## config.mk

```make
export PLATFORM = sky130hd
export DESIGN_NAME = square_wave_sound_channel_flat
export DESIGN_NICKNAME = d
export VERILOG_FILES = /design/src/design/sqw_pkg.sv /design/src/design/sqw_intf.sv /design/src/design/sqw_cfg.sv /design/src/design/sqw_step.sv /design/src/design/square_wave_sound_channel.sv /design/src/flat_wrapper.sv
export VERILOG_INCLUDE_DIRS = /design/src /design/src/design
export SDC_FILE = /design/constraint.sdc
export NUM_CORES = 1
export LEC_CHECK = 0
export BUFFER_PORTS_ARGS = -buffer_cell sky130_fd_sc_hd__buf_2
export CAP_MARGIN = 20
export CELL_PAD_IN_SITES_DETAIL_PLACEMENT = 1
export CELL_PAD_IN_SITES_GLOBAL_PLACEMENT = 2
export CORE_UTILIZATION = 36
export CTS_CLUSTER_SIZE = 16
export DETAILED_ROUTE_END_ITERATION = 7
export PLACE_DENSITY = 0.79
export SLEW_MARGIN = 20
export SYNTH_ARGS = -nofsm -noshare
export SYNTH_HDL_FRONTEND = slang
export SYNTH_SLANG_ARGS = --single-unit
export TNS_END_PERCENT = 100
```

## constraint.sdc

```tcl
create_clock -name clk_i -period 7.12 [get_ports clk_i]
set_input_delay 1.78 -clock clk_i [delete_from_list [all_inputs] [get_ports clk_i]]
set_output_delay 1.78 -clock clk_i [all_outputs]
set_load 0.005 [all_outputs]
```

## src/design/assert_macros.svh

```systemverilog
// Assertion macros used by the top-level design file.
`ifndef ASSERT_MACROS_SVH
`define ASSERT_MACROS_SVH

// Checked only outside reset.
`define SQW_ASSERT(label, prop, msg) \
  label: assert property (@(posedge clk_i) disable iff (!rst_ni) prop) else $error(msg);

// Checked at every edge, reset included.
`define SQW_ASSERT_ALWAYS(label, prop, msg) \
  label: assert property (@(posedge clk_i) prop) else $error(msg);

`endif

```

## src/design/sqw_pkg.sv

```systemverilog
// Types, codes, constants and helper functions of the square wave sound channel.
package sqw_pkg;

  typedef enum logic [2:0] {
    KIND_WRITE    = 3'd0,
    KIND_READ     = 3'd1,
    KIND_ADVANCE  = 3'd2,
    KIND_LENGTH   = 3'd3,
    KIND_ENVELOPE = 3'd4,
    KIND_SWEEP    = 3'd5
  } kind_e;

  typedef enum logic [2:0] {
    REG_SWEEP    = 3'd0,
    REG_LEN_DUTY = 3'd1,
    REG_VOL_ENV  = 3'd2,
    REG_PER_LO   = 3'd3,
    REG_PER_HI   = 3'd4
  } reg_e;

  typedef enum logic [2:0] {
    CFG_HAS_SWEEP = 3'd0,
    CFG_DUTY_0    = 3'd1,
    CFG_DUTY_1    = 3'd2,
    CFG_DUTY_2    = 3'd3,
    CFG_DUTY_3    = 3'd4
  } cfg_idx_e;

  localparam logic       HAS_SWEEP_RST = 1'b1;
  localparam logic [7:0] DUTY_0_RST    = 8'd1;
  localparam logic [7:0] DUTY_1_RST    = 8'd129;
  localparam logic [7:0] DUTY_2_RST    = 8'd135;
  localparam logic [7:0] DUTY_3_RST    = 8'd126;

  localparam logic [7:0]  DAC_MASK     = 8'b1111_1000;
  localparam logic [11:0] PERIOD_MAX   = 12'h7FF;
  localparam logic [11:0] RELOAD_BASE  = 12'd2048;
  localparam logic [7:0]  LENGTH_LIMIT = 8'd64;
  localparam logic [7:0]  DUTY_RD_MASK = 8'b1100_0000;
  localparam logic [7:0]  LEN_EN_MASK  = 8'b0100_0000;

  typedef struct packed {
    logic [2:0] kind;
    logic [2:0] reg_index;
    logic [7:0] write_data;
    logic [7:0] cycles;
  } item_t;

  typedef struct packed {
    logic [7:0] read_data;
    logic       read_valid;
    logic [3:0] sample_level;
    logic       channel_on;
  } result_t;

  typedef struct packed {
    logic            has_sweep;
    logic [3:0][7:0] duty;
  } cfg_t;

  typedef struct packed {
    logic        enabled;
    logic [2:0]  duty_pos;
    logic [15:0] countdown;
    logic [7:0]  sweep_reg;
    logic [7:0]  len_duty;
    logic [7:0]  vol_env;
    logic [7:0]  per_lo;
    logic [7:0]  per_hi;
    logic [6:0]  len_cnt;
    logic [3:0]  env_cnt;
    logic [3:0]  vol;
    logic        env_act;
    logic [2:0]  sweep_cnt;
    logic [2:0]  sweep_pace;
  } state_t;

  // Next period of the sweep unit; bit 11 set means overflow.
  function automatic logic [11:0] sweep_target(input logic [10:0] p, input logic [7:0] sw);
    logic [11:0] base;
    logic [11:0] delta;
    base  = {1'b0, p};
    delta = base >> sw[2:0];
    return sw[3] ? base - delta : base + delta;
  endfunction

endpackage

```

## src/design/sqw_intf.sv

```systemverilog
// Handshake interfaces for the item, result and configuration channels.
interface sqw_item_if import sqw_pkg::*; ();
  logic       valid;
  logic       ready;
  logic [2:0] kind;
  logic [2:0] reg_index;
  logic [7:0] write_data;
  logic [7:0] cycles;

  modport source (output valid, kind, reg_index, write_data, cycles, input ready);
  modport sink   (input valid, kind, reg_index, write_data, cycles, output ready);
endinterface

interface sqw_result_if import sqw_pkg::*; ();
  logic       valid;
  logic       ready;
  logic [7:0] read_data;
  logic       read_valid;
  logic [3:0] sample_level;
  logic       channel_on;

  modport source (output valid, read_data, read_valid, sample_level, channel_on, input ready);
  modport sink   (input valid, read_data, read_valid, sample_level, channel_on, output ready);
endinterface

interface sqw_cfg_if import sqw_pkg::*; ();
  logic       valid;
  logic       ready;
  logic [2:0] addr;
  logic [7:0] wdata;

  modport source (output valid, addr, wdata, input ready);
  modport sink   (input valid, addr, wdata, output ready);
endinterface

```

## src/design/sqw_cfg.sv

```systemverilog
// Configuration register file: sweep enable and the four duty waveforms.
module sqw_cfg import sqw_pkg::*; (
  input  logic      clk_i,
  input  logic      rst_ni,
  sqw_cfg_if.sink   cfg_i,
  output cfg_t      cfg_o
);

  cfg_t cfg_q;

  assign cfg_i.ready = 1'b1;
  assign cfg_o       = cfg_q;

  always_ff @(posedge clk_i or negedge rst_ni) begin
    if (!rst_ni) begin
      cfg_q.has_sweep <= HAS_SWEEP_RST;
      cfg_q.duty[0]   <= DUTY_0_RST;
      cfg_q.duty[1]   <= DUTY_1_RST;
      cfg_q.duty[2]   <= DUTY_2_RST;
      cfg_q.duty[3]   <= DUTY_3_RST;
    end else if (cfg_i.valid && cfg_i.ready) begin
      unique case (cfg_i.addr)
        CFG_HAS_SWEEP: cfg_q.has_sweep <= cfg_i.wdata[0];
        CFG_DUTY_0:    cfg_q.duty[0]   <= cfg_i.wdata;
        CFG_DUTY_1:    cfg_q.duty[1]   <= cfg_i.wdata;
        CFG_DUTY_2:    cfg_q.duty[2]   <= cfg_i.wdata;
        CFG_DUTY_3:    cfg_q.duty[3]   <= cfg_i.wdata;
        default: ;
      endcase
    end
  end

endmodule

```

## src/design/sqw_step.sv

```systemverilog
// Next-state and result logic for one item applied to the channel state.
module sqw_step import sqw_pkg::*; (
  input  cfg_t    cfg_i,
  input  state_t  st_i,
  input  item_t   item_i,
  output state_t  st_o,
  output result_t res_o
);

  logic [10:0] period;
  logic [17:0] cd_sub;
  logic [17:0] reload;
  logic [17:0] cd_new;
  logic [11:0] np1;
  logic [11:0] np2;
  logic [7:0]  len_nx;
  logic [4:0]  env_nx;
  logic [4:0]  env_pace;
  logic [2:0]  sc;
  logic [7:0]  pat;
  state_t      nx;
  result_t     res;

  always_comb begin
    nx  = st_i;
    res = '0;

    period   = {st_i.per_hi[2:0], st_i.per_lo};
    // countdown is two's complement; work in 18 bits so the borrow is visible
    cd_sub   = {{2{st_i.countdown[15]}}, st_i.countdown} - {10'd0, item_i.cycles};
    reload   = {4'd0, RELOAD_BASE - {1'b0, period}, 2'b00};
    cd_new   = cd_sub + reload;
    np1      = sweep_target(period, st_i.sweep_reg);
    np2      = sweep_target(np1[10:0], st_i.sweep_reg);
    len_nx   = {1'b0, st_i.len_cnt} + 8'd1;
    env_pace = {2'b00, st_i.vol_env[2:0]};
    env_nx   = {1'b0, st_i.env_cnt} + 5'd1;
    sc       = st_i.sweep_cnt + 3'd1;

    unique case (item_i.kind)
      KIND_WRITE: begin
        unique case (item_i.reg_index)
          REG_SWEEP: begin
            if (cfg_i.has_sweep) begin
              nx.sweep_reg = item_i.write_data;
              if (item_i.write_data[6:4] == 3'd0 || st_i.sweep_pace == 3'd0) begin
                nx.sweep_pace = item_i.write_data[6:4];
              end
            end
          end
          REG_LEN_DUTY: begin
            nx.len_duty = item_i.write_data;
            nx.len_cnt  = {1'b0, item_i.write_data[5:0]};
          end
          REG_VOL_ENV: begin
            nx.vol_env = item_i.write_data;
            if ((item_i.write_data & DAC_MASK) == 8'd0) begin
              nx.enabled = 1'b0;
            end
          end
          REG_PER_LO: nx.per_lo = item_i.write_data;
          REG_PER_HI: begin
            nx.per_hi = item_i.write_data;
            if (item_i.write_data[7]) begin
              // trigger loads the raw period, not the reload value
              nx.enabled   = 1'b1;
              nx.duty_pos  = 3'd0;
              nx.countdown = {5'd0, item_i.write_data[2:0], st_i.per_lo};
              nx.vol       = st_i.vol_env[7:4];
              nx.env_act   = 1'b1;
              nx.len_cnt   = {1'b0, st_i.len_duty[5:0]};
              if (cfg_i.has_sweep) begin
                nx.sweep_pace = st_i.sweep_reg[6:4];
              end
            end
          end
          default: ;
        endcase
      end
      KIND_READ: begin
        if (item_i.reg_index == REG_LEN_DUTY) begin
          res.read_data  = st_i.len_duty & DUTY_RD_MASK;
          res.read_valid = 1'b1;
        end else if (item_i.reg_index == REG_PER_HI) begin
          res.read_data  = st_i.per_hi & LEN_EN_MASK;
          res.read_valid = 1'b1;
        end
      end
      KIND_ADVANCE: begin
        if (st_i.enabled) begin
          if (cd_sub[17] || cd_sub == 18'd0) begin
            nx.countdown = cd_new[15:0];
            nx.duty_pos  = st_i.duty_pos + 3'd1;
          end else begin
            nx.countdown = cd_sub[15:0];
          end
        end
      end
      KIND_LENGTH: begin
        if ((st_i.per_hi & LEN_EN_MASK) != 8'd0) begin
          if (len_nx >= LENGTH_LIMIT) begin
            nx.len_cnt = 7'd0;
            nx.enabled = 1'b0;
          end else begin
            nx.len_cnt = len_nx[6:0];
          end
        end
      end
      KIND_ENVELOPE: begin
        if (env_nx < env_pace) begin
          nx.env_cnt = env_nx[3:0];
        end else if (env_pace == 5'd0 || !st_i.env_act) begin
          nx.env_cnt = 4'd0;
        end else begin
          nx.env_cnt = 4'(env_nx - env_pace);
          // volume clamps at either end and the envelope stops
          if (st_i.vol_env[3]) begin
            if (st_i.vol == 4'd15) nx.env_act = 1'b0;
            else                   nx.vol     = st_i.vol + 4'd1;
          end else begin
            if (st_i.vol == 4'd0)  nx.env_act = 1'b0;
            else                   nx.vol     = st_i.vol - 4'd1;
          end
        end
      end
      KIND_SWEEP: begin
        if (cfg_i.has_sweep && st_i.enabled) begin
          if (st_i.sweep_reg[2:0] == 3'd0 && st_i.sweep_pace == 3'd0) begin
            nx.sweep_cnt = 3'd0;
          end else if (sc < st_i.sweep_pace) begin
            nx.sweep_cnt = sc;
          end else begin
            nx.sweep_cnt  = 3'd0;
            nx.sweep_pace = st_i.sweep_reg[6:4];
            if (np1 > PERIOD_MAX) begin
              nx.enabled = 1'b0;
            end else begin
              nx.per_hi = {st_i.per_hi[7:3], np1[10:8]};
              nx.per_lo = np1[7:0];
              // overflow check repeated on the freshly stored period
              if (np2 > PERIOD_MAX) nx.enabled = 1'b0;
            end
          end
        end
      end
      default: ;
    endcase

    pat = cfg_i.duty[nx.len_duty[7:6]];
    if (nx.enabled && pat[~nx.duty_pos]) begin
      res.sample_level = nx.vol;
    end
    res.channel_on = nx.enabled;

    st_o  = nx;
    res_o = res;
  end

endmodule

```

## src/design/square_wave_sound_channel.sv

```systemverilog
// Top level of the square wave sound channel: item, state and result registers.
//
// Usage:
// - cfg_i writes the sweep enable (index 0) and the four duty waveforms
//   (index 1..4); it is always ready. Write it only while the channel is idle.
// - item_i carries register writes and reads, cycle advances and length,
//   envelope and sweep ticks. Each transaction yields exactly one result on
//   result_o: read data for reads, and the sample level and on flag after
//   the item has been applied.
// - An accepted item is held in the item register; the result register loads
//   from it when result_o is empty or being taken. Throughput is one item
//   per cycle while result_o does not stall, set by the single
//   state-update pass between the item and result registers.
// - When result_o stalls, the result register holds and one more item waits
//   in the item register; item_i.ready drops only when both are full.
// - Reset clears the channel state to off with all registers zero, empties
//   both stages, and loads the default sweep enable and duty waveforms.
`include "assert_macros.svh"

module square_wave_sound_channel import sqw_pkg::*; (
  input  logic        clk_i,
  input  logic        rst_ni,
  sqw_item_if.sink    item_i,
  sqw_result_if.source result_o,
  sqw_cfg_if.sink     cfg_i
);

  cfg_t    cfg;
  item_t   item_q;
  logic    in_vld_q;
  state_t  st_q;
  state_t  st_d;
  result_t res_q;
  result_t res_d;
  logic    out_vld_q;
  logic    adv;

  sqw_cfg u_cfg (
    .clk_i  (clk_i),
    .rst_ni (rst_ni),
    .cfg_i  (cfg_i),
    .cfg_o  (cfg)
  );

  sqw_step u_step (
    .cfg_i  (cfg),
    .st_i   (st_q),
    .item_i (item_q),
    .st_o   (st_d),
    .res_o  (res_d)
  );

  assign adv          = in_vld_q && (!out_vld_q || result_o.ready);
  assign item_i.ready = !in_vld_q || adv;

  always_ff @(posedge clk_i or negedge rst_ni) begin
    if (!rst_ni) begin
      in_vld_q <= 1'b0;
    end else if (item_i.valid && item_i.ready) begin
      in_vld_q <= 1'b1;
    end else if (adv) begin
      in_vld_q <= 1'b0;
    end
  end

  always_ff @(posedge clk_i) begin
    if (item_i.valid && item_i.ready) begin
      item_q.kind       <= item_i.kind;
      item_q.reg_index  <= item_i.reg_index;
      item_q.write_data <= item_i.write_data;
      item_q.cycles     <= item_i.cycles;
    end
  end

  always_ff @(posedge clk_i or negedge rst_ni) begin
    if (!rst_ni) begin
      st_q <= '0;
    end else if (adv) begin
      st_q <= st_d;
    end
  end

  always_ff @(posedge clk_i or negedge rst_ni) begin
    if (!rst_ni) begin
      out_vld_q <= 1'b0;
    end else if (adv) begin
      out_vld_q <= 1'b1;
    end else if (result_o.ready) begin
      out_vld_q <= 1'b0;
    end
  end

  always_ff @(posedge clk_i) begin
    if (adv) begin
      res_q <= res_d;
    end
  end

  assign result_o.valid        = out_vld_q;
  assign result_o.read_data    = res_q.read_data;
  assign result_o.read_valid   = res_q.read_valid;
  assign result_o.sample_level = res_q.sample_level;
  assign result_o.channel_on   = res_q.channel_on;

  `SQW_ASSERT_ALWAYS(a_rst_empty, !rst_ni |-> (!in_vld_q && !out_vld_q), "stage valid during reset")
  `SQW_ASSERT(a_stall_holds_item, in_vld_q && out_vld_q && !result_o.ready |=> in_vld_q && $stable(item_q), "pending item lost while result stalled")
  `SQW_ASSERT(a_on_matches_state, adv |=> (res_q.channel_on == st_q.enabled), "result on flag differs from channel state")

endmodule

```

## src/flat_wrapper.sv

```systemverilog
// flat-port wrapper written by rule: the top's interface ports become plain ports
module square_wave_sound_channel_flat import sqw_pkg::*;
  (clk_i, rst_ni, item_i_valid, item_i_kind, item_i_reg_index, item_i_write_data, item_i_cycles, item_i_ready, result_o_valid, result_o_read_data, result_o_read_valid, result_o_sample_level, result_o_channel_on, result_o_ready, cfg_i_valid, cfg_i_addr, cfg_i_wdata, cfg_i_ready);
  sqw_item_if item_i_i ();
  sqw_result_if result_o_i ();
  sqw_cfg_if cfg_i_i ();
  input  logic clk_i;
  input  logic rst_ni;
  input wire logic [$bits(item_i_i.valid)-1:0] item_i_valid;
  input wire logic [$bits(item_i_i.kind)-1:0] item_i_kind;
  input wire logic [$bits(item_i_i.reg_index)-1:0] item_i_reg_index;
  input wire logic [$bits(item_i_i.write_data)-1:0] item_i_write_data;
  input wire logic [$bits(item_i_i.cycles)-1:0] item_i_cycles;
  output wire logic [$bits(item_i_i.ready)-1:0] item_i_ready;
  output wire logic [$bits(result_o_i.valid)-1:0] result_o_valid;
  output wire logic [$bits(result_o_i.read_data)-1:0] result_o_read_data;
  output wire logic [$bits(result_o_i.read_valid)-1:0] result_o_read_valid;
  output wire logic [$bits(result_o_i.sample_level)-1:0] result_o_sample_level;
  output wire logic [$bits(result_o_i.channel_on)-1:0] result_o_channel_on;
  input wire logic [$bits(result_o_i.ready)-1:0] result_o_ready;
  input wire logic [$bits(cfg_i_i.valid)-1:0] cfg_i_valid;
  input wire logic [$bits(cfg_i_i.addr)-1:0] cfg_i_addr;
  input wire logic [$bits(cfg_i_i.wdata)-1:0] cfg_i_wdata;
  output wire logic [$bits(cfg_i_i.ready)-1:0] cfg_i_ready;
  assign item_i_i.valid = item_i_valid;
  assign item_i_i.kind = item_i_kind;
  assign item_i_i.reg_index = item_i_reg_index;
  assign item_i_i.write_data = item_i_write_data;
  assign item_i_i.cycles = item_i_cycles;
  assign item_i_ready = item_i_i.ready;
  assign result_o_valid = result_o_i.valid;
  assign result_o_read_data = result_o_i.read_data;
  assign result_o_read_valid = result_o_i.read_valid;
  assign result_o_sample_level = result_o_i.sample_level;
  assign result_o_channel_on = result_o_i.channel_on;
  assign result_o_i.ready = result_o_ready;
  assign cfg_i_i.valid = cfg_i_valid;
  assign cfg_i_i.addr = cfg_i_addr;
  assign cfg_i_i.wdata = cfg_i_wdata;
  assign cfg_i_ready = cfg_i_i.ready;
  square_wave_sound_channel u_core (.clk_i(clk_i), .rst_ni(rst_ni), .item_i(item_i_i), .result_o(result_o_i), .cfg_i(cfg_i_i));
endmodule
```

Word-level counts from Yosys, hierarchy flattened
Cells that the tools add are included.
- bits in read-only memories: 0
- register bits after elaboration: 151
- memories: 0
- input bits: 38
- output and inout bits: 17
- logic and storage cells: 204
- bits in latches: 0
- memory bits (writable): 0
- shift operators: 2
- mux-type cells: 66
- divide/modulo/power cells: 0
- reduce and logical (&&, ||, !) cells: 47
- add/subtract/negate cells: 14
- magnitude comparators: 7
- $mul: 0
- equality and inequality tests: 33
- bitwise operators: 3
- operator list (operator ; count):
    $mux 16 ; 6
    $mux 8 ; 6
    $mux 19 ; 2
    $pmux 19 s2 ; 1
    $pmux 16 s2 ; 1
    $mux 3 ; 10
    $pmux 7 s2 ; 2
    $mux 5 ; 5
    $add 11x12->12 ; 2
    $gt 12x11->1 const B ; 2
    $mux 12 ; 2
    $shr 11x3->12 ; 2
    $sub 11x12->12 ; 2
    $logic_not 3->1 ; 7
    $mux 7 ; 3
    $mux 20 ; 1
    $eq 3x2->1 const B ; 6
    $logic_not 18->1 ; 1
    $sub 16x9->17 ; 1
    $add 16x14->16 ; 1
    $bmux 8 s2 ; 1
    $mux 4 ; 4
    $mux 1 ; 15
    $ne 3x2->1 const B ; 5
    40 further kinds ; 84

Longest topological paths before layout
Gate-level depths: netlist of run 1.
- depth after elaboration: 14
- depth in mapped cells: 34
- depth with buffers taken out: 32

By module
Synthesis of run 1 repeated with hierarchy kept, for this count alone.
- cells, all modules: 1263
- area, all modules: 12333.1 um^2
- modules (own cells, without submodules) (module ; instances ; sequential area each (um^2) ; cells each ; area each (um^2)):
    sqw_step ; 1 ; 0.0 ; 969 ; 6401.1
    square_wave_sound_channel ; 1 ; 3183.1 ; 218 ; 4580.6
    sqw_cfg ; 1 ; 843.3 ; 76 ; 1351.3

Worst setup path before layout of run 1
Ideal clock, no wire load.
- path kind: flip-flop to flip-flop
- start: register u_core.st_q[54] (netlist name)
- end: register u_core.res_q (netlist bit u_core.result_o.sample_level[1]) (data pin)
- period minus slack after synthesis: 7.115 ns
- arrival time: 6.848 ns
- setup time: 0.267 ns
- data required time: 6.853 ns
- setup slack: 0.005 ns
- buffers on the path: 2
- stages on the path, launching flop included: 33
- cell sequence: dfrtp_1 > buf_6 > clkbuf_1 > mux2_2 > o21ai_0 > nor2_1 > a21oi_1 > ha_1 > nor2_1 > a21oi_1 > fa_1 > nand2b_1 > a21o_1 > a211oi_2 > nor2_2 > o22ai_1 > a21oi_1 > mux2_2 > ha_1 > o21ai_0 > ha_1 > nor2b_1 > o21a_1 > o211ai_1 > a21boi_0 > o21a_1 > o2111ai_1 > and4b_1 > a41oi_1 > o211ai_1 > or4_4 > a31oi_4 > nor4_1
- cells in the longest elaborated chain, start to end: 14
- elaborated cells between the ends (all ways): 19
- classes of those cells: add/sub: 4; order compare: 2; shift: 2; mux: 8; reduce/logical: 3
- RTL lines (what ; line ; source):
    start: declaration ; square_wave_sound_channel.sv:31 ; state_t st_q;
    start signal: assignment ; square_wave_sound_channel.sv:79 ; st_q <= st_d;
    $shr 11x3->12 ; sqw_pkg.sv:83 ; delta = base >> sw[2:0];
    $add 11x12->12 / $sub 11x12->12 (equally long branches) ; sqw_pkg.sv:84 ; return sw[3] ? base - delta : base + delta;
    $mux 12 ; sqw_pkg.sv:84 ;
    $shr 11x3->12 ; sqw_pkg.sv:83 ;
    $add 11x12->12 / $sub 11x12->12 (equally long branches) ; sqw_pkg.sv:84 ;
    $mux 12 ; sqw_pkg.sv:84 ;
    $gt 12x11->1 ; sqw_step.sv:141 ; if (np2 > PERIOD_MAX) nx.enabled = 1'b0;
    $mux 1 ; sqw_step.sv:141 ;
    $mux 1 ; sqw_step.sv:135 ; if (np1 > PERIOD_MAX) begin
    $mux 1 ; sqw_step.sv:130 ; end else if (sc < st_i.sweep_pace) begin
    $mux 1 * ; sqw_step.sv:128 ; if (st_i.sweep_reg[2:0] == 3'd0 && st_i.sweep_pace == 3'd0) begin
    $mux 1 * ; sqw_step.sv:127 ; if (cfg_i.has_sweep && st_i.enabled) begin
    $pmux 1 s3 * ; sqw_step.sv:40 ; unique case (item_i.kind)
    $logic_and 1x1->1 * ; sqw_step.sv:150 ; if (nx.enabled && pat[~nx.duty_pos]) begin
    end signal: assignment ; square_wave_sound_channel.sv:95 ; res_q <= res_d;
    end: declaration ; square_wave_sound_channel.sv:33 ; result_t res_q;
Mark *: on every way between the ends. The rest lies on a longest branch, timed or not.
A chain may end at the register's enable or synchronous reset.

Final worst setup path of run 1
Same ends and word-level chain as after synthesis.

==> results.md, run 1 <==
- Result of the run: finished clean
- Destination of the worst register-to-register timing path: u_core.result_o.sample_level[1]$_SDFFCE_PN0P_
- Vias: 9602
- Pins over their slew limit: 0
- Worst-case reg-to-reg path depth: 34
- Layout Cells excl Fill: 1697
- Global-route wire length before repair: 54400 microns
- Total DRC errors in the routed layout: 0
- Clk_lat worst skew: between 0.4 and 0.5 ns
- Gate count of the mapped netlist: around 1200
- Initial DRT Pass Iterations: 5
- Type of the worst min-delay path: flip-flop to flip-flop
- Post-synthesis sequential element count: 142
- Area inside the core boundary: 0.0298 sq mm
- Final setup viols: 0
- Relative area change from synthesis to final layout: 18.8%
- Share of cells above drive strength 1: a little over a quarter
- Die area: between 0.03 and 0.04 sq mm
- CTS tree: built
- Number of cells on the critical path: 34
- Flip-flop cell with the highest count after synthesis: sky130_fd_sc_hd__dfrtp_1
- Number of enable flip-flop cells after synthesis: 30
- Initial antenna violation count: 0
- Worst reg2reg path startpoint: u_core.st_q[54]$_DFFE_PN0P_
- Biggest area contributors in the synthesized netlist: sky130_fd_sc_hd__dfrtp_1, sky130_fd_sc_hd__edfxtp_1, sky130_fd_sc_hd__mux2_2, sky130_fd_sc_hd__ha_1, sky130_fd_sc_hd__nor2_1
- Clock-pin slew on the worst setup and hold paths: 0.07 ns
- Fraction of the yosys area taken by sequential cells: 34.0%
- Final estimated routing congestion in global placement: 0.882
- Avg Vias per Cell: ~5.7
- Number of buffers created by CTS: 17
- Slew headroom: 30.6%
- Overall die width: 176 microns
- Cells after DPL: 1644
- Overflow left after global routing: 0
- Effective utilization at floorplan: between 30% and 40%
- Number of max-cap violations: 0
- Multi-input gate area: 0.00713 sq mm
- Post-synthesis cell type count: 100
- Maximum achievable frequency: 142 MHz
- Std cell rows: 63
- Port buffer count: 47
- R2R setup slack: about 0.070 ns
- Placed inst area: 0.0119 sq mm
- Hold_buf cts: 0
- Root cell of the clock tree: sky130_fd_sc_hd__clkbuf_16
- Worst-Margin Slew: just over 1 ns
- Detailed placement HPWL: roughly 25000 microns
- Max stage delay cell, worst path: sky130_fd_sc_hd__dfrtp_2
- Htree depth: 4
- Sequential cell area: about 0.0037 sq mm
- Via count of the first global-routing pass: 9880
- Routed wire length per instance: 20.3 microns
- RSZ-0062 raised after global routing: yes
- Total non-filler cell area in the finished layout: 0.0130 sq mm
- Mapped Area: 0.0110 sq mm
- Kind of cell adding the most delay to the critical path: compound AO/OA/AOI/OAI gates
- CP bufs+invs: 5
- Critical Path RT: 7.28 ns
- Critical Path End: u_core.result_o.sample_level[1]$_SDFFCE_PN0P_
- Worst setup EP type: flip-flop
- Number of DRC markers after the initial detailed-route iteration: 470
- Launching instance or port of the critical path: u_core.st_q[54]$_DFFE_PN0P_
- Worst EP arrival: 7.21 ns
- Routed Wire Length: 34500 microns
- Worst setup path class: flip-flop to flip-flop
- Fill cell total of the finished layout: 3389
- Die height: 176 microns
- Top fanout value on the critical path: 5
- Worst clock skew on the final layout: 0.0165 ns
- Final #Nets: about 1400
- Hold Startpoint: u_core.st_q[65]$_DFFE_PN0P_
- Final Hold Violating Endpoints: 0
- Worst-case clock buffer depth: 2
- Pin count of the biggest net entering global routing: 70
- Num ports: 55
- Maximum single-stage delay on the critical path: 0.46 ns
- Warnings from Yosys: 0
- Final Critical Period: between 7 and 8 ns
- Final worst path period share: 99.0%
- Overall Global Routing Usage: 22.4%
- Asr flop ratio synth: 78.9%
- TritonCTS sink count: 142
- Area share of the largest cell type after synthesis: between 20 and 25%
- Antenna Nets Post-Route: 0
- Post-synthesis cell type with the largest combined area: sky130_fd_sc_hd__dfrtp_1
- Setup crit start kind: flip-flop
- Per-instance average area after synthesis: ~9 sq um
- # diodes: 0
## stage by stage
step	utilization (%)	setup slack [ns]	hold WS (ns)	setup TNS (ns)
6_report	43.7	0.0699	0.500	0
5_1_grt	43.7	-0.254	0.525	-1.31
4_1_cts	41.9	0.00625	0.501	0
3_5_place_dp	39.8	-0.245	0.484	-1.14
3_3_place_gp	39.8	0.0387	0.470	0
2_1_floorplan	-	0.00532	0.454	0
## metal layers
| layer | up-vias | track usage (%) | share of wire [%] |
|---|---|---|---|
| met5 | - | 0 | 0 |
| met4 | 0 | 4.63 | 1.3 |
| met3 | 28 | 2.91 | 2.8 |
| met2 | 154 | 37.7 | 48 |
| met1 | 4837 | 30.8 | 48 |
| li1 | 4583 | - | - |
## timing repair
action,4_1_cts,5_1_grt
setup endpoints to repair,6,6
setup buffers,3,18
pin swaps,1,36
resized for setup,7,80
endpoints found under the hold margin,0,0
## cells in the final DEF (no fill, tap or decap), types with 10 or more instances in the layout
cell type	netlist	routed
sky130_fd_sc_hd__a21o_1	13	13
sky130_fd_sc_hd__a21oi_1	62	50
sky130_fd_sc_hd__a21oi_2	4	15
sky130_fd_sc_hd__a31oi_1	11	10
sky130_fd_sc_hd__buf_2	3	46
sky130_fd_sc_hd__buf_4	12	77
sky130_fd_sc_hd__clkbuf_16	0	17
sky130_fd_sc_hd__dfrtp_1	98	95
sky130_fd_sc_hd__dfstp_2	14	14
sky130_fd_sc_hd__edfxtp_1	30	30
sky130_fd_sc_hd__ha_1	57	53
sky130_fd_sc_hd__inv_1	53	53
sky130_fd_sc_hd__mux2_2	74	72
sky130_fd_sc_hd__mux2i_1	25	19
sky130_fd_sc_hd__mux4_2	10	10
sky130_fd_sc_hd__nand2_1	115	113
sky130_fd_sc_hd__nand2b_1	19	19
sky130_fd_sc_hd__nand3_1	30	30
sky130_fd_sc_hd__nand3b_1	11	11
sky130_fd_sc_hd__nand4_1	11	11
sky130_fd_sc_hd__nor2_1	118	113
sky130_fd_sc_hd__nor3_1	22	21
sky130_fd_sc_hd__nor3b_1	11	10
sky130_fd_sc_hd__o211ai_1	10	10
sky130_fd_sc_hd__o21ai_0	73	69
sky130_fd_sc_hd__or3_1	11	10
sky130_fd_sc_hd__xnor2_1	31	30
sky130_fd_sc_hd__xor2_1	26	26
## sequential cells by signal, indices dropped and copies added (netlist names)
signal and cells:
u_core.result_o.channel_on 1, u_core.result_o.valid 1, u_core.u_cfg.cfg_o 33, u_core.result_o.read_valid 1
u_core.item_q 22, u_core.result_o.read_data 2, u_core.st_q 77, u_core.in_vld_q 1
u_core.result_o.sample_level 4
## logic make-up after synthesis
kind of cell	count (synthesis)	share of synthesized area (%)
compound gates	291	18.1
xor+xnor	57	4.56
flops	142	34.0
simple gates	420	19.2
buf+inv	111	4.52
other cells	2	0.0685
fa+ha+maj	61	7.24
mux	112	12.3
## synth_stat cells, types with 10 or more instances
library cell and n:
sky130_fd_sc_hd__nor2_1 118, sky130_fd_sc_hd__nand2_1 115, sky130_fd_sc_hd__dfrtp_1 98, sky130_fd_sc_hd__or3_1 11, sky130_fd_sc_hd__xnor2_1 31, sky130_fd_sc_hd__buf_4 12, sky130_fd_sc_hd__nand3b_1 11, sky130_fd_sc_hd__nor3_1 22
sky130_fd_sc_hd__a21oi_1 62, sky130_fd_sc_hd__inv_1 53, sky130_fd_sc_hd__ha_1 57, sky130_fd_sc_hd__nand2b_1 19, sky130_fd_sc_hd__a21o_1 13, sky130_fd_sc_hd__clkbuf_1 31, sky130_fd_sc_hd__mux4_2 10, sky130_fd_sc_hd__nand4_1 11
sky130_fd_sc_hd__nand3_1 30, sky130_fd_sc_hd__dfstp_2 14, sky130_fd_sc_hd__mux2_2 74, sky130_fd_sc_hd__nor3b_1 11, sky130_fd_sc_hd__mux2i_1 25, sky130_fd_sc_hd__o211ai_1 10, sky130_fd_sc_hd__xor2_1 26, sky130_fd_sc_hd__edfxtp_1 30
sky130_fd_sc_hd__o21ai_0 73, sky130_fd_sc_hd__a31oi_1 11
## tightest hold or removal path, delay by kind of cell, from the launching register on
kind,cells,cell delay [ns]
flops,1,0.35
compound gates,1,0.06
simple gates,1,0.05
## worst min path at each step
| stage | endpoint | slack [ns] | cells after the start |
|---|---|---|---|
| final | u_core.st_q[65]$_DFFE_PN0P_ | 0.50 | 2 |
| after global routing | u_core.st_q[59]$_DFFE_PN0P_ | 0.53 | 1 |
| after CTS | u_core.st_q[65]$_DFFE_PN0P_ | 0.50 | 2 |
| after detailed placement | u_core.st_q[65]$_DFFE_PN0P_ | 0.48 | 2 |
| after global placement | u_core.st_q[4]$_DFFE_PN0P_ | 0.47 | 2 |
| after floorplan | u_core.st_q[4]$_DFFE_PN0P_ | 0.45 | 2 |
## final cells by class
| type | instances | share of cell area, % |
|---|---|---|
| multi-input cells | 948 | 54.8 |
| repair buffers | 127 | 6.62 |
| flip-flops and latches | 142 | 28.6 |
| clock inverters | 12 | 0.923 |
| inverters | 58 | 1.69 |
| clock buffers | 20 | 3.59 |
| well taps | 390 | 3.75 |
Power of run 1 is not shown: default switching activity piles up to over one toggle a cycle in this logic, so the estimate is an artifact.
==> run 2: changes to the inputs <==
CORE_UTILIZATION = 37   (was 36)
CTS_BUF_LIST = sky130_fd_sc_hd__clkbuf_8   (was unset)
PLACE_DENSITY = 0.81   (was 0.79)
==> results.md, run 2 (synthesis gave the netlist of run 1 again) <==
- Largest register FFs: 77
- Worst reg2reg path startpoint: u_core.st_q[54]$_DFFE_PN0P_
- Total DRC errors in the routed layout: 0
- Final Critical Period: 7.01 ns
- Antenna Nets Post-Route: 0
- Relative area change from synthesis to final layout: 18.4%
- Pin count of the biggest net entering global routing: 63
- Initial antenna violation count: 1
- Reg with most FFs: u_core.st_q
- Worst-case clock buffer depth: 2
- Destination of the worst register-to-register timing path: u_core.result_o.sample_level[3]$_SDFFCE_PN0P_
- Overall Global Routing Usage: 22.7%
- Final Hold Violating Endpoints: 0
- Top fanout value on the critical path: 6
- Initial DRT Pass Iterations: 5
- Worst-case reg-to-reg path depth: 31
- Final worst path period share: 98.5%
- Commonest non-fill, non-tap cells in the layout: sky130_fd_sc_hd__nand2_1, sky130_fd_sc_hd__nor2_1, sky130_fd_sc_hd__dfrtp_1
- Final estimated routing congestion in global placement: 0.860
- Root cell of the clock tree: sky130_fd_sc_hd__clkbuf_8
- Worst clock skew on the final layout: 0.0202 ns
- Port buffer count: 47
- Avg Vias per Cell: 5.67
- # diodes: 0
- Die height: 174 microns
- Vias: 9617
- CTS tree: built
- Worst setup EP type: flip-flop
- Number of DRC markers after the initial detailed-route iteration: 499
- Final #Nets: approximately 1400
- Detailed placement HPWL: around 26000 microns
- Critical Path End: u_core.result_o.sample_level[3]$_SDFFCE_PN0P_
- Result of the run: finished clean
- Setup crit start kind: flip-flop
- TritonCTS sink count: 142
- Htree depth: 4
- Number of max-cap violations: 0
- Worst-Margin Slew: 1.05 ns
- Clk_lat worst skew: 0.48 ns
- Overall die width: 174 microns
- Slew headroom: roughly 28%
- Share of cells above drive strength 1: between 20% and 30%
- Worst EP arrival: 7.21 ns
- Die area: roughly 0.03 sq mm
- Clock-pin slew on the worst setup and hold paths: 0.10 ns
- Overflow left after global routing: 0
- Effective utilization at floorplan: around 38%
- Launching instance or port of the critical path: u_core.st_q[54]$_DFFE_PN0P_
- Global-route wire length before repair: 54400 microns
- Critical Path RT: ~7.3 ns
- Hold_buf cts: 0
- Worst path setup slack after routing: 0.108 ns
- Routed wire length per instance: 20.3 microns
- Num ports: 55
- Type of the worst min-delay path: flip-flop to flip-flop
- Pins over their slew limit: 0
- Area inside the core boundary: 0.0289 sq mm
- Std cell rows: between 60 and 70
- Post-Place Worst Slack: -0.239 ns
- Commonest non-fill, non-tap cell in the layout: sky130_fd_sc_hd__nand2_1
- Number of buffers created by CTS: 17
- Max stage delay cell, worst path: sky130_fd_sc_hd__or4_4
- Final setup viols: 0
- Routed Wire Length: 34500 microns
- Maximum achievable frequency: 143 MHz
- Via count of the first global-routing pass: ~10000
- R2R setup slack: around 0.11 ns
- Maximum single-stage delay on the critical path: 0.52 ns
- Worst setup path class: flip-flop to flip-flop
## run 2: layout make-up
cell class              count  area, sq um
fillers                  3328        16000
multi-input cells         948         7140
flip-flops and latches    142         3720
repair buffers            133          911
well taps                 384          480
clock buffers              20          275
inverters                  58          224
clock inverters            12          218
## run 2: per-layer routing
layer / routed length, microns / global-route usage (%)
met1: 16100 / 31.0
met5: 13 / 0
met2: 16800 / 37.6
met3: 905 / 3.28
met4: 643 / 5.56
## run 2: worst min-delay path by stage
stage / startpoint / to / slack (ns) / cells past startpoint
2_1_floorplan: u_core.st_q[4]$_DFFE_PN0P_ / u_core.st_q[4]$_DFFE_PN0P_ / 0.45 / 2
3_3_place_gp: u_core.st_q[4]$_DFFE_PN0P_ / u_core.st_q[4]$_DFFE_PN0P_ / 0.47 / 2
3_5_place_dp: u_core.st_q[64]$_DFFE_PN0P_ / u_core.st_q[64]$_DFFE_PN0P_ / 0.48 / 2
4_1_cts: u_core.st_q[4]$_DFFE_PN0P_ / u_core.st_q[4]$_DFFE_PN0P_ / 0.50 / 2
5_1_grt: u_core.st_q[58]$_DFFE_PN0P_ / u_core.st_q[58]$_DFFE_PN0P_ / 0.53 / 1
6_report: u_core.st_q[64]$_DFFE_PN0P_ / u_core.st_q[64]$_DFFE_PN0P_ / 0.49 / 2
## run 2: critical path, delay by kind of cell, from the launching register on
family | cells | cell delay [ns]
AOI/OAI and AO/OA | 15 | 2.65
and+or+nand+nor | 7 | 1.66
adders and majority gates | 4 | 1.04
muxes | 2 | 0.52
DFF | 1 | 0.47
buffers and inverters | 2 | 0.19
xor gates and xnor gates | 1 | 0.17
## run 2: repair_timing
item                       in CTS  in global routing
gates resized for setup         8                 83
setup endpoints to repair       5                  6
buffers inserted                1                 21
gates cloned                    0                  0
hold endpoints to repair        0                  0
pin swaps                       2                 37
## run 2: per-stage QoR
| stage | utilization, % | hold slack (ns) | setup TNS, ns | cells | instance area, sq um |
|---|---|---|---|---|---|
| 2_1_floorplan | - | 0.454 | 0 | 1201 | 11000 |
| 3_3_place_gp | 41.2 | 0.468 | 0 | 1644 | 11900 |
| 3_5_place_dp | 41.2 | 0.482 | -1.11 | 1644 | 11900 |
| 4_1_cts | 43.0 | 0.501 | 0 | 1677 | 12400 |
| 5_1_grt | 44.8 | 0.525 | -0.878 | 1697 | 13000 |
| 6_report | 44.8 | 0.495 | 0 | 1697 | 13000 |
Power of run 2 is left out for the same reason.
==> run 3: changes to the inputs <==
ABC_CLOCK_PERIOD_IN_PS = 7630   (was unset)
CORE_UTILIZATION = 41   (was 37)
PLACE_DENSITY = 0.85   (was 0.81)
clock period = 7.63 ns   (was 7.12 ns; I/O delays follow)
==> results.md, run 3 (synthesis gave the netlist of run 1 again) <==
- Num ports: 55
- Multi-input gate area: roughly 0.007 sq mm
- Type of the worst min-delay path: flip-flop to flip-flop
- Die height: 165 microns
- Die area: 0.0274 sq mm
- Cells after DPL: between 1500 and 2000
- Final setup viols: 0
- Overall Global Routing Usage: 24.6%
- Total DRC errors in the routed layout: 12
- Final worst hold slack: 0.501 ns
- Result of the run: finished, violations left
- Initial DRT Pass Iterations: 6
- Hold Startpoint: u_core.in_vld_q$_DFFE_PN0P_
- Number of max-cap violations: 0
- Number of buffers created by CTS: 17
- Vias: 9270
- CTS tree: built
- Setup crit start kind: flip-flop
- Worst-case reg-to-reg path depth: 28
- Pin count of the biggest net entering global routing: 58
- Top fanout value on the critical path: 10
- Overall die width: 165 microns
- Final Critical Period: between 7 and 8 ns
- Htree depth: 4
- Routed wire length per instance: 20.2 microns
- Worst EP arrival: 7.44 ns
- Final estimated routing congestion in global placement: 0.886
- Antenna Nets Post-Route: 0
- Violations in the final reports: design-rule violations
- Effective utilization at floorplan: a little over two fifths
- TritonCTS sink count: 142
- Maximum single-stage delay on the critical path: 0.56 ns
- Final worst path period share: 95.0%
- RSZ-0062 raised after global routing: no
- Worst setup EP type: flip-flop
- Max stage delay cell, worst path: sky130_fd_sc_hd__or4_4
- Maximum achievable frequency: 138 MHz
- Layout Cells excl Fill: ~1600
- Worst-Margin Slew: 1.06 ns
- Total Neg Setup Slack: 0 ns
- Routed Wire Length: between 30000 and 40000 microns
- Pins over their slew limit: 0
- Fill cell total of the finished layout: 3122
- Overflow left after global routing: 0
- Via count of the first global-routing pass: 9645
- Global-route wire length before repair: 52500 microns
- Final standard cell utilization of the core: 46.4%
- Slew headroom: 27.3%
- Port buffer count: 47
- Worst-case clock buffer depth: 2
- Area inside the core boundary: 0.0261 sq mm
- Reg with most FFs: u_core.st_q
- Clock-pin slew on the worst setup and hold paths: 0.10 ns
- Initial antenna violation count: 0
- Sequential cell area: 0.00372 sq mm
- Number of DRC markers after the initial detailed-route iteration: 510
- Relative area change from synthesis to final layout: 10.6%
- Root cell of the clock tree: sky130_fd_sc_hd__clkbuf_8
- Share of cells above drive strength 1: between 20% and 30%
- Worst reg2reg path startpoint: u_core.st_q[34]$_DFFE_PN0P_
- Worst clock skew on the final layout: ~0.024 ns
- Worst setup path class: flip-flop to flip-flop
- Worst Hold End: u_core.result_o.valid$_DFFE_PN0P_
- Detailed placement HPWL: ~25000 microns
- Largest register FFs: 77
- Final Hold Violating Endpoints: 0
- Avg Vias per Cell: slightly below 6
- # diodes: 0
- Std cell rows: 59
- R2R setup slack: 0.38 ns
- Destination of the worst register-to-register timing path: u_core.result_o.sample_level[3]$_SDFFCE_PN0P_
- Commonest non-fill, non-tap cells in the layout: sky130_fd_sc_hd__nor2_1, sky130_fd_sc_hd__nand2_1, sky130_fd_sc_hd__dfrtp_1
- Critical Path RT: around 7.8 ns
- Hold depth: 1
- Clk_lat worst skew: roughly 0.46 ns
- Final #Nets: approximately 1300
-- run 3: changes by cell type in the layout (fill, tap and decap cells not counted), moves of 3 or more --
cell                        previous run  this run
sky130_fd_sc_hd__mux2i_1              20        23
sky130_fd_sc_hd__a21oi_1              53        57
sky130_fd_sc_hd__ha_4                  4         0
sky130_fd_sc_hd__ha_1                 50        55
sky130_fd_sc_hd__mux2i_4               3         0
sky130_fd_sc_hd__a21oi_4               3         0
sky130_fd_sc_hd__buf_6                 4         0
sky130_fd_sc_hd__nor2_1              112       115
sky130_fd_sc_hd__bufinv_16             6         2
sky130_fd_sc_hd__buf_4                82        35
-- run 3: worst max path at each step --
stage	from	end	slack, ns
detailed placement	u_core.st_q[54]$_DFFE_PN0P_	u_core.result_o.sample_level[0]$_SDFFCE_PN0P_	-0.14
floorplan	u_core.st_q[54]$_DFFE_PN0P_	u_core.result_o.sample_level[1]$_SDFFCE_PN0P_	0.52
global placement	u_core.st_q[54]$_DFFE_PN0P_	u_core.result_o.sample_level[1]$_SDFFCE_PN0P_	0.18
CTS	u_core.st_q[54]$_DFFE_PN0P_	u_core.result_o.sample_level[3]$_SDFFCE_PN0P_	0.004
global route	u_core.st_q[54]$_DFFE_PN0P_	u_core.result_o.sample_level[3]$_SDFFCE_PN0P_	0.03
finish	u_core.st_q[34]$_DFFE_PN0P_	u_core.result_o.sample_level[3]$_SDFFCE_PN0P_	0.38
-- run 3: area by class of cell --
| class | instances | share of cell area [%] |
|---|---|---|
| Timing Repair Buffer | 82 | 4.11 |
| Tap cell | 335 | 3.46 |
| Clock buffer | 18 | 2.04 |
| Inverter | 58 | 1.83 |
| Sequential cell | 142 | 30.7 |
| Multi-Input combinational cell | 948 | 56.7 |
| Clock inverter | 14 | 1.18 |
-- run 3: what timing repair did --
item	in CTS	in global routing
pin swaps	0	2
hold buffers	0	0
setup endpoints to repair	5	6
gates resized for setup	2	23
setup buffers	0	5
-- run 3: critical path, delay by kind of cell, from the launching register on --
| kind | cells | cell delay [ns] |
|---|---|---|
| multiplexers | 2 | 0.75 |
| AO/OA/AOI/OAI | 13 | 2.25 |
| AND/OR/NAND/NOR | 8 | 2.37 |
| buffers and inverters | 1 | 0.09 |
| adder cells (fa/ha/maj) | 3 | 0.87 |
| flip-flops | 1 | 0.51 |
| XOR/XNOR | 1 | 0.17 |
-- run 3: metrics by stage --
stage,setup WS [ns],area [sq um]
global placement,0.176,11600
finish,0.383,12100
floorplan,0.515,11000
detailed placement,-0.145,11600
global route,0.0326,12100
CTS,0.00443,12000
-- run 3: routing by layer --
layer	vias to the layer above	GRT usage, %	wire [microns]
met5	-	0	0
met4	0	6.07	432
met3	25	2.40	827
met2	140	40.8	15500
met1	4625	34.2	15600
li1	4480	-	-
Power of run 3 is left out for the same reason.
